==> config.mk <==
export PLATFORM = sky130hd
export DESIGN_NAME = flow_pulse_session_meter
export DESIGN_NICKNAME = d
export VERILOG_FILES = /design/src/hw/rtl/fpsm_pkg.sv /design/src/hw/rtl/fpsm_div.sv /design/src/hw/rtl/fpsm_dp.sv /design/src/hw/rtl/fpsm_ctrl.sv /design/src/hw/rtl/flow_pulse_session_meter.sv
export SDC_FILE = /design/constraint.sdc
export NUM_CORES = 2
export LEC_CHECK = 0
export BUFFER_PORTS_ARGS = -buffer_cell sky130_fd_sc_hd__buf_2
export CAP_MARGIN = 15
export CORE_UTILIZATION = 40
export DETAILED_ROUTE_END_ITERATION = 10
export MAX_ROUTING_LAYER = met4
export PLACE_DENSITY = 0.57
export SETUP_SLACK_MARGIN = 0.3
export SLEW_MARGIN = 20
export SYNTH_ARGS = -nofsm -noshare
export SYNTH_HDL_FRONTEND = slang
export SYNTH_HIERARCHICAL = 1
export SYNTH_SLANG_ARGS = --single-unit
==> constraint.sdc <==
create_clock -name clk -period 28.2 [get_ports clk]
set_input_delay 4.23 -clock clk [delete_from_list [all_inputs] [get_ports clk]]
set_output_delay 4.23 -clock clk [all_outputs]
set_load 0.005 [all_outputs]
==> src/hw/rtl/fpsm_pkg.sv <==
package fpsm_pkg;

	localparam int QUOT_W = 32;
	localparam int TICK_W = 32;
	localparam int PPL_W  = 10;
	localparam int MINP_W = 16;
	localparam int DEN_W  = TICK_W + PPL_W;
	localparam int CFG_W  = 32;

	localparam logic [39:0] RATE_SCALE = 40'd600_000_000_000;
	localparam logic [31:0] RATE_LO    = RATE_SCALE[31:0];
	localparam logic [31:0] RATE_HI    = {24'd0, RATE_SCALE[39:32]};
	localparam logic [31:0] VOL_SCALE  = 32'd10000;

	localparam logic [1:0] CFG_WINDOW  = 2'd0;
	localparam logic [1:0] CFG_MIN_PUL = 2'd1;
	localparam logic [1:0] CFG_TIMEOUT = 2'd2;
	localparam logic [1:0] CFG_PPL     = 2'd3;

	localparam logic [TICK_W-1:0] WINDOW_RST  = 32'd500000;
	localparam logic [MINP_W-1:0] MIN_PUL_RST = 16'd3;
	localparam logic [TICK_W-1:0] TIMEOUT_RST = 32'd2000000;
	localparam logic [PPL_W-1:0]  PPL_RST     = 10'd66;

	typedef enum logic [2:0] {
		TK_NONE,
		TK_CLEAR,
		TK_FIRST,
		TK_STARTUP,
		TK_RUN
	} tick_op_t;

	typedef enum logic [2:0] {
		CO_NONE,
		CO_VOL_MUL,
		CO_RLO_MUL,
		CO_RHI_MUL,
		CO_NUM_ADD,
		CO_DEN_MUL
	} calc_op_t;

	typedef enum logic {
		DIV_VOL,
		DIV_RATE
	} div_sel_t;

	typedef struct packed {
		tick_op_t tick_op;
		calc_op_t calc_op;
		logic     div_start;
		div_sel_t div_sel;
		logic     save_vol;
		logic     load_few;
		logic     load_done;
	} fpsm_cmd_t;

	typedef struct packed {
		logic window_end;
		logic too_few;
		logic timeout;
		logic div_busy;
		logic out_full;
	} fpsm_status_t;

endpackage

==> src/hw/rtl/fpsm_div.sv <==
module fpsm_div
	import fpsm_pkg::*;
#(
	parameter int NUM_W = 56,
	parameter int DIV_W = 42
) (
	input  logic              clk,
	input  logic              arst_n,
	input  logic              start,
	input  logic [NUM_W-1:0]  num,
	input  logic [DIV_W-1:0]  den,
	output logic              busy,
	output logic [QUOT_W-1:0] quot
);

	localparam int CNT_W = $clog2(NUM_W + 1);

	logic              busy_q;
	logic [CNT_W-1:0]  cnt_q;
	logic [NUM_W-1:0]  num_q;
	logic [DIV_W-1:0]  den_q;
	logic [DIV_W-1:0]  rem_q;
	logic [QUOT_W-1:0] q_q;
	logic              over_q;

	logic [DIV_W:0] rem_sh;
	logic [DIV_W:0] rem_sub;
	logic           ge;

	assign rem_sh  = {rem_q, num_q[NUM_W-1]};
	assign ge      = rem_sh >= {1'b0, den_q};
	assign rem_sub = rem_sh - {1'b0, den_q};

	always_ff @(posedge clk or negedge arst_n) begin
		if (!arst_n) begin
			busy_q <= 1'b0;
			cnt_q  <= '0;
		end else if (start) begin
			busy_q <= 1'b1;
			cnt_q  <= CNT_W'(NUM_W);
		end else if (busy_q) begin
			cnt_q <= cnt_q - 1'b1;
			if (cnt_q == CNT_W'(1)) begin
				busy_q <= 1'b0;
			end
		end
	end

	// One quotient bit per cycle. Quotient bits above bit 31 only raise the
	// overflow flag, which saturates the result.
	always_ff @(posedge clk) begin
		if (start) begin
			num_q  <= num;
			den_q  <= den;
			rem_q  <= '0;
			q_q    <= '0;
			over_q <= 1'b0;
		end else if (busy_q) begin
			num_q <= {num_q[NUM_W-2:0], 1'b0};
			rem_q <= ge ? rem_sub[DIV_W-1:0] : rem_sh[DIV_W-1:0];
			q_q   <= {q_q[QUOT_W-2:0], ge};
			if (ge && cnt_q > CNT_W'(QUOT_W)) begin
				over_q <= 1'b1;
			end
		end
	end

	assign busy = busy_q;
	assign quot = over_q ? '1 : q_q;

	a_start_loads: assert property (@(posedge clk) disable iff (!arst_n)
		start |=> (busy_q && cnt_q == CNT_W'(NUM_W)))
		else $error("divider did not start a full run");

	a_quot_holds: assert property (@(posedge clk) disable iff (!arst_n)
		(!busy_q && !start) |=> $stable(quot))
		else $error("quotient changed while divider idle");

endmodule

==> src/hw/rtl/fpsm_dp.sv <==
module fpsm_dp
	import fpsm_pkg::*;
#(
	parameter int COUNT_WIDTH = 16
) (
	input  logic               clk,
	input  logic               arst_n,
	input  logic               cfg_we,
	input  logic [1:0]         cfg_addr,
	input  logic [CFG_W-1:0]   cfg_wdata,
	input  logic               pulse,
	input  fpsm_cmd_t          cmd,
	output fpsm_status_t       status,
	input  logic               m_tready,
	output logic               m_tvalid,
	output logic               res_status,
	output logic [TICK_W-1:0]  res_duration,
	output logic [15:0]        res_total,
	output logic [QUOT_W-1:0]  res_rate,
	output logic [QUOT_W-1:0]  res_volume
);

	localparam int CW = COUNT_WIDTH;
	localparam int NW = COUNT_WIDTH + 40;

	logic [TICK_W-1:0] window_q;
	logic [MINP_W-1:0] min_pul_q;
	logic [TICK_W-1:0] timeout_q;
	logic [PPL_W-1:0]  ppl_q;

	logic [CW-1:0]     count_q;
	logic [TICK_W-1:0] ticks_q;
	logic [TICK_W-1:0] idle_q;

	logic [CW-1:0]     count_n;
	logic [TICK_W-1:0] ticks_n;
	logic [TICK_W-1:0] idle_n;

	logic [31:0]       mul_a;
	logic [31:0]       mul_b;
	logic [63:0]       p_q;
	logic [63:0]       lo_q;
	logic [NW-1:0]     num_q;
	logic [QUOT_W-1:0] vol_q;

	logic [NW-1:0]     div_num;
	logic [DEN_W-1:0]  div_den;
	logic              div_busy;
	logic [QUOT_W-1:0] quot;

	logic              out_valid_q;

	always_ff @(posedge clk or negedge arst_n) begin
		if (!arst_n) begin
			window_q  <= WINDOW_RST;
			min_pul_q <= MIN_PUL_RST;
			timeout_q <= TIMEOUT_RST;
			ppl_q     <= PPL_RST;
		end else if (cfg_we) begin
			case (cfg_addr)
				CFG_WINDOW:  window_q  <= cfg_wdata[TICK_W-1:0];
				CFG_MIN_PUL: min_pul_q <= cfg_wdata[MINP_W-1:0];
				CFG_TIMEOUT: timeout_q <= cfg_wdata[TICK_W-1:0];
				CFG_PPL:     ppl_q     <= cfg_wdata[PPL_W-1:0];
				default: ;
			endcase
		end
	end

	assign ticks_n = (ticks_q == '1) ? ticks_q : ticks_q + 1'b1;
	assign count_n = (pulse && count_q != '1) ? count_q + 1'b1 : count_q;
	assign idle_n  = pulse ? '0 : ((idle_q == '1) ? idle_q : idle_q + 1'b1);

	assign status.window_end = ticks_n >= window_q;
	assign status.too_few    = 32'(count_n) < 32'(min_pul_q);
	assign status.timeout    = idle_n >= timeout_q;
	assign status.div_busy   = div_busy;
	assign status.out_full   = out_valid_q;

	always_ff @(posedge clk or negedge arst_n) begin
		if (!arst_n) begin
			count_q <= '0;
			ticks_q <= '0;
			idle_q  <= '0;
		end else begin
			case (cmd.tick_op)
				TK_CLEAR: begin
					count_q <= '0;
					ticks_q <= '0;
					idle_q  <= '0;
				end
				TK_FIRST: begin
					count_q <= CW'(1);
					ticks_q <= '0;
					idle_q  <= '0;
				end
				TK_STARTUP: begin
					count_q <= count_n;
					ticks_q <= ticks_n;
					idle_q  <= '0;
				end
				TK_RUN: begin
					count_q <= count_n;
					ticks_q <= ticks_n;
					idle_q  <= idle_n;
				end
				default: ;
			endcase
		end
	end

	always_comb begin
		mul_a = 32'(count_q);
		mul_b = VOL_SCALE;
		case (cmd.calc_op)
			CO_RLO_MUL: mul_b = RATE_LO;
			CO_RHI_MUL: mul_b = RATE_HI;
			CO_DEN_MUL: begin
				mul_a = ticks_q;
				mul_b = 32'(ppl_q);
			end
			default: ;
		endcase
	end

	// The rate numerator is count * scale, built from a low and a high
	// partial product because the scale is wider than 32 bits.
	always_ff @(posedge clk) begin
		case (cmd.calc_op)
			CO_VOL_MUL, CO_RLO_MUL, CO_DEN_MUL: p_q <= mul_a * mul_b;
			CO_RHI_MUL: begin
				p_q  <= mul_a * mul_b;
				lo_q <= p_q;
			end
			CO_NUM_ADD: num_q <= NW'(lo_q) + {p_q[NW-33:0], 32'd0};
			default: ;
		endcase
		if (cmd.save_vol) begin
			vol_q <= quot;
		end
	end

	always_comb begin
		if (cmd.div_sel == DIV_RATE) begin
			div_num = num_q;
			div_den = p_q[DEN_W-1:0];
		end else begin
			div_num = NW'(p_q);
			div_den = DEN_W'(ppl_q);
		end
	end

	fpsm_div #(
		.NUM_W(NW),
		.DIV_W(DEN_W)
	) u_div (
		.clk   (clk),
		.arst_n(arst_n),
		.start (cmd.div_start),
		.num   (div_num),
		.den   (div_den),
		.busy  (div_busy),
		.quot  (quot)
	);

	always_ff @(posedge clk or negedge arst_n) begin
		if (!arst_n) begin
			out_valid_q <= 1'b0;
		end else if (cmd.load_few || cmd.load_done) begin
			out_valid_q <= 1'b1;
		end else if (m_tready) begin
			out_valid_q <= 1'b0;
		end
	end

	always_ff @(posedge clk) begin
		if (cmd.load_few) begin
			res_status   <= 1'b1;
			res_duration <= ticks_n;
			res_total    <= 16'(count_n);
			res_rate     <= '0;
			res_volume   <= '0;
		end else if (cmd.load_done) begin
			res_status   <= 1'b0;
			res_duration <= ticks_q;
			res_total    <= 16'(count_q);
			res_rate     <= quot;
			res_volume   <= vol_q;
		end
	end

	assign m_tvalid = out_valid_q;

	a_few_zero: assert property (@(posedge clk) disable iff (!arst_n)
		cmd.load_few |=> (res_status && res_rate == '0 && res_volume == '0))
		else $error("too-few result carries rate or volume");

	a_count_hold: assert property (@(posedge clk) disable iff (!arst_n)
		(cmd.tick_op == TK_RUN && !pulse) |=> $stable(count_q))
		else $error("pulse count moved on a tick without pulse");

endmodule

==> src/hw/rtl/fpsm_ctrl.sv <==
module fpsm_ctrl
	import fpsm_pkg::*;
(
	input  logic         clk,
	input  logic         arst_n,
	input  logic         s_tvalid,
	output logic         s_tready,
	input  logic         start_cmd,
	input  logic         pulse,
	input  logic         m_tready,
	input  fpsm_status_t status,
	output fpsm_cmd_t    cmd
);

	typedef enum logic [3:0] {
		S_IDLE,
		S_ARMED,
		S_STARTUP,
		S_RUNNING,
		S_VMUL,
		S_VGO,
		S_VWAIT,
		S_RLO,
		S_RHI,
		S_ADD,
		S_DEN,
		S_RGO,
		S_RWAIT,
		S_EMIT
	} state_t;

	state_t state_q;
	state_t state_n;
	logic   tick_state;
	logic   slot_free;
	logic   acc;

	assign tick_state = (state_q == S_IDLE) || (state_q == S_ARMED) ||
	                    (state_q == S_STARTUP) || (state_q == S_RUNNING);
	assign slot_free  = !status.out_full || m_tready;
	assign s_tready   = tick_state && slot_free;
	assign acc        = s_tvalid && s_tready;

	always_comb begin
		state_n       = state_q;
		cmd           = '0;
		cmd.tick_op   = TK_NONE;
		cmd.calc_op   = CO_NONE;
		cmd.div_sel   = DIV_VOL;
		if (acc && start_cmd) begin
			cmd.tick_op = TK_CLEAR;
			state_n     = S_ARMED;
		end else begin
			case (state_q)
				S_IDLE: ;
				S_ARMED: begin
					if (acc && pulse) begin
						cmd.tick_op = TK_FIRST;
						state_n     = S_STARTUP;
					end
				end
				S_STARTUP: begin
					if (acc) begin
						cmd.tick_op = TK_STARTUP;
						if (status.window_end) begin
							if (status.too_few) begin
								cmd.load_few = 1'b1;
								state_n      = S_IDLE;
							end else begin
								state_n = S_RUNNING;
							end
						end
					end
				end
				S_RUNNING: begin
					if (acc) begin
						cmd.tick_op = TK_RUN;
						if (status.timeout) begin
							state_n = S_VMUL;
						end
					end
				end
				S_VMUL: begin
					cmd.calc_op = CO_VOL_MUL;
					state_n     = S_VGO;
				end
				S_VGO: begin
					cmd.div_start = 1'b1;
					state_n       = S_VWAIT;
				end
				S_VWAIT: begin
					if (!status.div_busy) begin
						cmd.save_vol = 1'b1;
						state_n      = S_RLO;
					end
				end
				S_RLO: begin
					cmd.calc_op = CO_RLO_MUL;
					state_n     = S_RHI;
				end
				S_RHI: begin
					cmd.calc_op = CO_RHI_MUL;
					state_n     = S_ADD;
				end
				S_ADD: begin
					cmd.calc_op = CO_NUM_ADD;
					state_n     = S_DEN;
				end
				S_DEN: begin
					cmd.calc_op = CO_DEN_MUL;
					state_n     = S_RGO;
				end
				S_RGO: begin
					cmd.div_start = 1'b1;
					cmd.div_sel   = DIV_RATE;
					state_n       = S_RWAIT;
				end
				S_RWAIT: begin
					cmd.div_sel = DIV_RATE;
					if (!status.div_busy) begin
						state_n = S_EMIT;
					end
				end
				S_EMIT: begin
					if (slot_free) begin
						cmd.load_done = 1'b1;
						state_n       = S_IDLE;
					end
				end
				default: state_n = S_IDLE;
			endcase
		end
	end

	always_ff @(posedge clk or negedge arst_n) begin
		if (!arst_n) begin
			state_q <= S_IDLE;
		end else begin
			state_q <= state_n;
		end
	end

	a_no_accept_busy: assert property (@(posedge clk) disable iff (!arst_n)
		status.div_busy |-> !s_tready)
		else $error("input accepted while division runs");

endmodule

==> src/hw/rtl/flow_pulse_session_meter.sv <==
// Throughput: one tick per cycle while armed or counting and no result awaits m_tready.
// A too-few-pulses result is registered on the edge of the tick that ends the window.
// A completed session computes its volume and then its rate by running the one-bit-per-cycle
// divider twice; no tick is taken meanwhile.
// Reset (arst_n low) clears the session to idle and loads the register defaults.
module flow_pulse_session_meter
	import fpsm_pkg::*;
#(
	parameter int COUNT_WIDTH = 16
) (
	input  logic             clk,
	input  logic             arst_n,
	input  logic             cfg_we,
	input  logic [1:0]       cfg_addr,
	input  logic [CFG_W-1:0] cfg_wdata,
	input  logic             s_tvalid,
	output logic             s_tready,
	input  logic [7:0]       s_tdata,  // [0] pulse
	input  logic             s_tuser,  // [0] cmd
	output logic             m_tvalid,
	input  logic             m_tready,
	output logic [111:0]     m_tdata,  // [31:0] duration_ticks, [47:32] pulse_total,
	                                   // [79:48] rate_ml_per_min, [111:80] volume_ml
	output logic             m_tuser   // [0] status
);

	fpsm_cmd_t    cmd;
	fpsm_status_t status;

	logic [TICK_W-1:0] res_duration;
	logic [15:0]       res_total;
	logic [QUOT_W-1:0] res_rate;
	logic [QUOT_W-1:0] res_volume;

	fpsm_ctrl u_ctrl (
		.clk      (clk),
		.arst_n   (arst_n),
		.s_tvalid (s_tvalid),
		.s_tready (s_tready),
		.start_cmd(s_tuser),
		.pulse    (s_tdata[0]),
		.m_tready (m_tready),
		.status   (status),
		.cmd      (cmd)
	);

	fpsm_dp #(
		.COUNT_WIDTH(COUNT_WIDTH)
	) u_dp (
		.clk         (clk),
		.arst_n      (arst_n),
		.cfg_we      (cfg_we),
		.cfg_addr    (cfg_addr),
		.cfg_wdata   (cfg_wdata),
		.pulse       (s_tdata[0]),
		.cmd         (cmd),
		.status      (status),
		.m_tready    (m_tready),
		.m_tvalid    (m_tvalid),
		.res_status  (m_tuser),
		.res_duration(res_duration),
		.res_total   (res_total),
		.res_rate    (res_rate),
		.res_volume  (res_volume)
	);

	assign m_tdata = {res_volume, res_rate, res_total, res_duration};

endmodule
==> flow_summary.ini <==
[global_routing]
grtUsageTotal_pct = 20.95
gr-usage-met2_pct = 32.01
grt_pass1_wl_mm = 225.6
grt_max_degree = 126
top_usage_layer = met2
grtUsageMet1_pct = 29.70
antenna_found_initial = 1
gr-total-overflow = 0
grt_pass1_vias = 38550
grtUsageMet3_pct = 2.711

[flow_run]
drv_cap = 0

[timing]
period_share_pct = 39.52
tns_ns = 0
hold_viol = 0
fin_crit_ns = 11.15
relSlewSlack_pct = 23.47
setup_viol = 0
fin_skew_ns = 0.05307
worst_slew_pin_slew_ns = 1.148
rsz0062_at_grt = no
slew_viol_final = 0
fmax_mhz = 89.73

[clock_tree]
insertion_delay_ns = 0.68
hold_buffers = 0
postCtsSetupRepairBufs = 0
cts_tree = done
htreeDepth = 3
root_buffer = clkbuf_16
cts.repair.resized = 0
cts_buffer_depth = 3
cts_buffers = 77
cts_sinks = 668
clkTransAtPathRegs_ns = 0.06

[yosys]
synthFlopType = edfxtp_1
syn_inst = 5435
ys_types = 109
yosysWarnings = 6
syn_area_per_cell_um2 = 10.30
synth_edf_count = 346
yosysSeqAreaShare_pct = 31.74
synth_area_um2 = 55990
async_flop_share_pct = 27.25
synth-seq-cells = 668

[drt]
ant_nets = 0
drt_iter0_markers = 2828
wire_per_inst_um = 19.05
drc = 0
vias_per_cell = 5.164
vias = 38800
drt_pass1_iterations = 5
wirelength_mm = 143.1

[finish]
fin_util_pct = 44.58
drive_gt1_share_pct = 11.15
final_nets = 6671
fin_area_um2 = 61600
areaGrowthSynthToFinish_pct = 10.03
num_antenna_cells = 0
fillers = 13290

[floorplanning]
die_area_um2 = 141500
core_um2 = 138200
rows = 136
die_x_um = 376.1
die_h_um = 376.1
initial_core_util_pct = 40.52
ios = 163

[critical_path]
required_ns = 28.58
path_class = input port to flip-flop
start_kind = input port
cp-end-kind = flip-flop
arrival_ns = 11.53
cp_max_fo = 65

[power_and_ir_drop]
leakage_uw = 0.02865
power.density_nw_per_um2 = 88.16
vdd_drop_max_v = 0.00009016

[placed_design]
place_congestion = 0.9591
dp_hpwl_mm = 111.0
place_area_um2 = 58990
port_buffers = 155

[hold_path]
min_path_type = flip-flop to flip-flop

[run_status]
status = finished clean
## through the flow
stage	power (µW)	hold WS [ns]	setup slack [ns]	cells
finish	5431	0.4161	17.06	7512
global route	5891	0.4224	16.46	7512
CTS	5389	0.4163	17.01	7511
detailed placement	4334	0.4045	16.32	7371
global placement	4305	0.4002	16.30	7371
floorplan	3653	0.4003	18.18	5556
## registers in the layout, indices dropped and copies added (netlist names), 4 cells and up
name / cells
u_dp/timeout_q: 32
u_dp/u_div/cnt_q: 6
u_dp/window_q: 32
u_dp/num_q: 56
u_dp/min_pul_q: 16
u_ctrl/state_q: 4
u_dp/res_duration: 32
u_dp/vol_q: 32
u_dp/u_div/rem_q: 42
u_dp/idle_q: 32
u_dp/ppl_q: 10
u_dp/ticks_q: 32
u_dp/p_q: 56
u_dp/res_total: 16
u_dp/u_div/q_q: 32
u_dp/res_rate: 32
u_dp/u_div/den_q: 42
u_dp/res_volume: 32
u_dp/u_div/num_q: 56
u_dp/count_q: 16
u_dp/lo_q: 56
## layout by cell type, fill, tap and decap left out, types with 123 or more instances in the layout
cell / n
mux2_2: 180
nor2_1: 402
nand2_1: 310
dfxtp_1: 139
edfxtp_1: 346
conb_1: 123
fa_1: 569
buf_2: 154
xnor2_1: 156
nand3_1: 141
o21ai_0: 186
dfrtp_1: 163
a21oi_1: 162
inv_1: 886
ha_1: 466
and3_1: 162
## area by class of cell
class | count | area [µm²] | share of cell area, %
flip-flops and latches | 668 | 17770 | 28.85
well taps | 1863 | 2331 | 3.784
inverters | 889 | 3337 | 5.417
clock buffers | 109 | 2087 | 3.388
clock inverters | 31 | 475.5 | 0.7718
repair buffers | 205 | 1184 | 1.921
multi-input cells | 3747 | 34410 | 55.86
## report_power, final
| group | leakage (µW) | switching [µW] | internal, µW |
|---|---|---|---|
| sequential | 0.00669 | 208 | 1420 |
| clock | 0.00123 | 428 | 589 |
| combinational | 0.0207 | 1600 | 1180 |
## path summary, 6_finish.rpt
path | depth (start not counted) | slack (ns) | start | to
setup reg to reg | 34 | 17.07 | u_ctrl/state_q[3] | u_dp/p_q[39]
min in group asynchronous | 1 | 3.54 | arst_n | u_ctrl/state_q[0]
setup / recovery | 27 | 17.06 | s_tdata[0] | u_dp/res_duration[11]
hold / removal | 0 | 0.42 | u_dp/lo_q[15] | u_dp/num_q[15]
max in group asynchronous | 2 | 23.50 | arst_n | u_dp/idle_q[15]
hold reg to reg | 0 | 0.42 | u_dp/lo_q[15] | u_dp/num_q[15]
## cell usage after synthesis (19+ instances only)
master,instances,area (µm²)
nand2b_1,19,118.9
xnor2_1,157,1375
a21o_1,81,608.1
nand4_1,55,344.1
xor2_1,86,753.2
mux2i_1,114,1141
o21ai_0,187,935.9
ha_1,466,5831
nor2b_1,32,200.2
buf_1,22,82.58
dfxtp_1,140,2803
a311oi_1,32,280.3
clkbuf_1,200,750.7
a31oi_1,24,150.1
nand2_1,310,1164
o31ai_1,23,172.7
nand3_1,141,705.7
a211oi_1,22,165.2
edfxtp_1,346,10390
mux2_2,180,2027
and2_1,66,412.9
a21oi_1,164,820.8
nor2_1,405,1520
inv_1,888,3333
and3_1,162,1013
dfrtp_1,164,4104
a22o_1,33,289.0
nor3_1,26,130.1
or2_2,50,312.8
fa_1,569,11390
## metal layers
metal	part of all wire, %	vias up	wire length, µm
met5	0	-	0
met4	2.0	0	2890
met3	4.9	182	7068
met2	46	915	65150
met1	48	19460	68010
li1	-	18240	-
## kinds of logic after synthesis
| kind of cell | share of synthesized area, % |
|---|---|
| XOR/XNOR | 3.801 |
| AO/OA/AOI/OAI | 8.470 |
| flip-flops | 31.74 |
| adder cells (fa/ha/maj) | 30.76 |
| buffers and inverters | 7.817 |
| multiplexers | 5.658 |
| AND/OR/NAND/NOR | 11.74 |
| other | 0.01341 |
## critical path, cell delays in order
cell and delay [ns]:
buf_2 0.08, buf_4 0.35, inv_1 0.18, a21oi_2 0.41, nand2_1 0.14, nor2_1 0.41, and3_1 0.34, and3_1 0.20
xnor2_1 0.14, inv_1 0.07, ha_1 0.28, nor2b_1 0.13, o21ai_0 0.15, nand2b_1 0.07, a21oi_1 0.16, nor2b_1 0.06
o21ai_0 0.14, nand2b_1 0.07, a221oi_1 0.45, o21a_1 0.33, nand2_1 0.13, nor4_4 0.58, buf_4 0.52, buf_4 0.70
nand2_1 0.39, nor2_1 0.21, xor2_1 0.56
No activity file was read; power rests on OpenSTA's default activity.
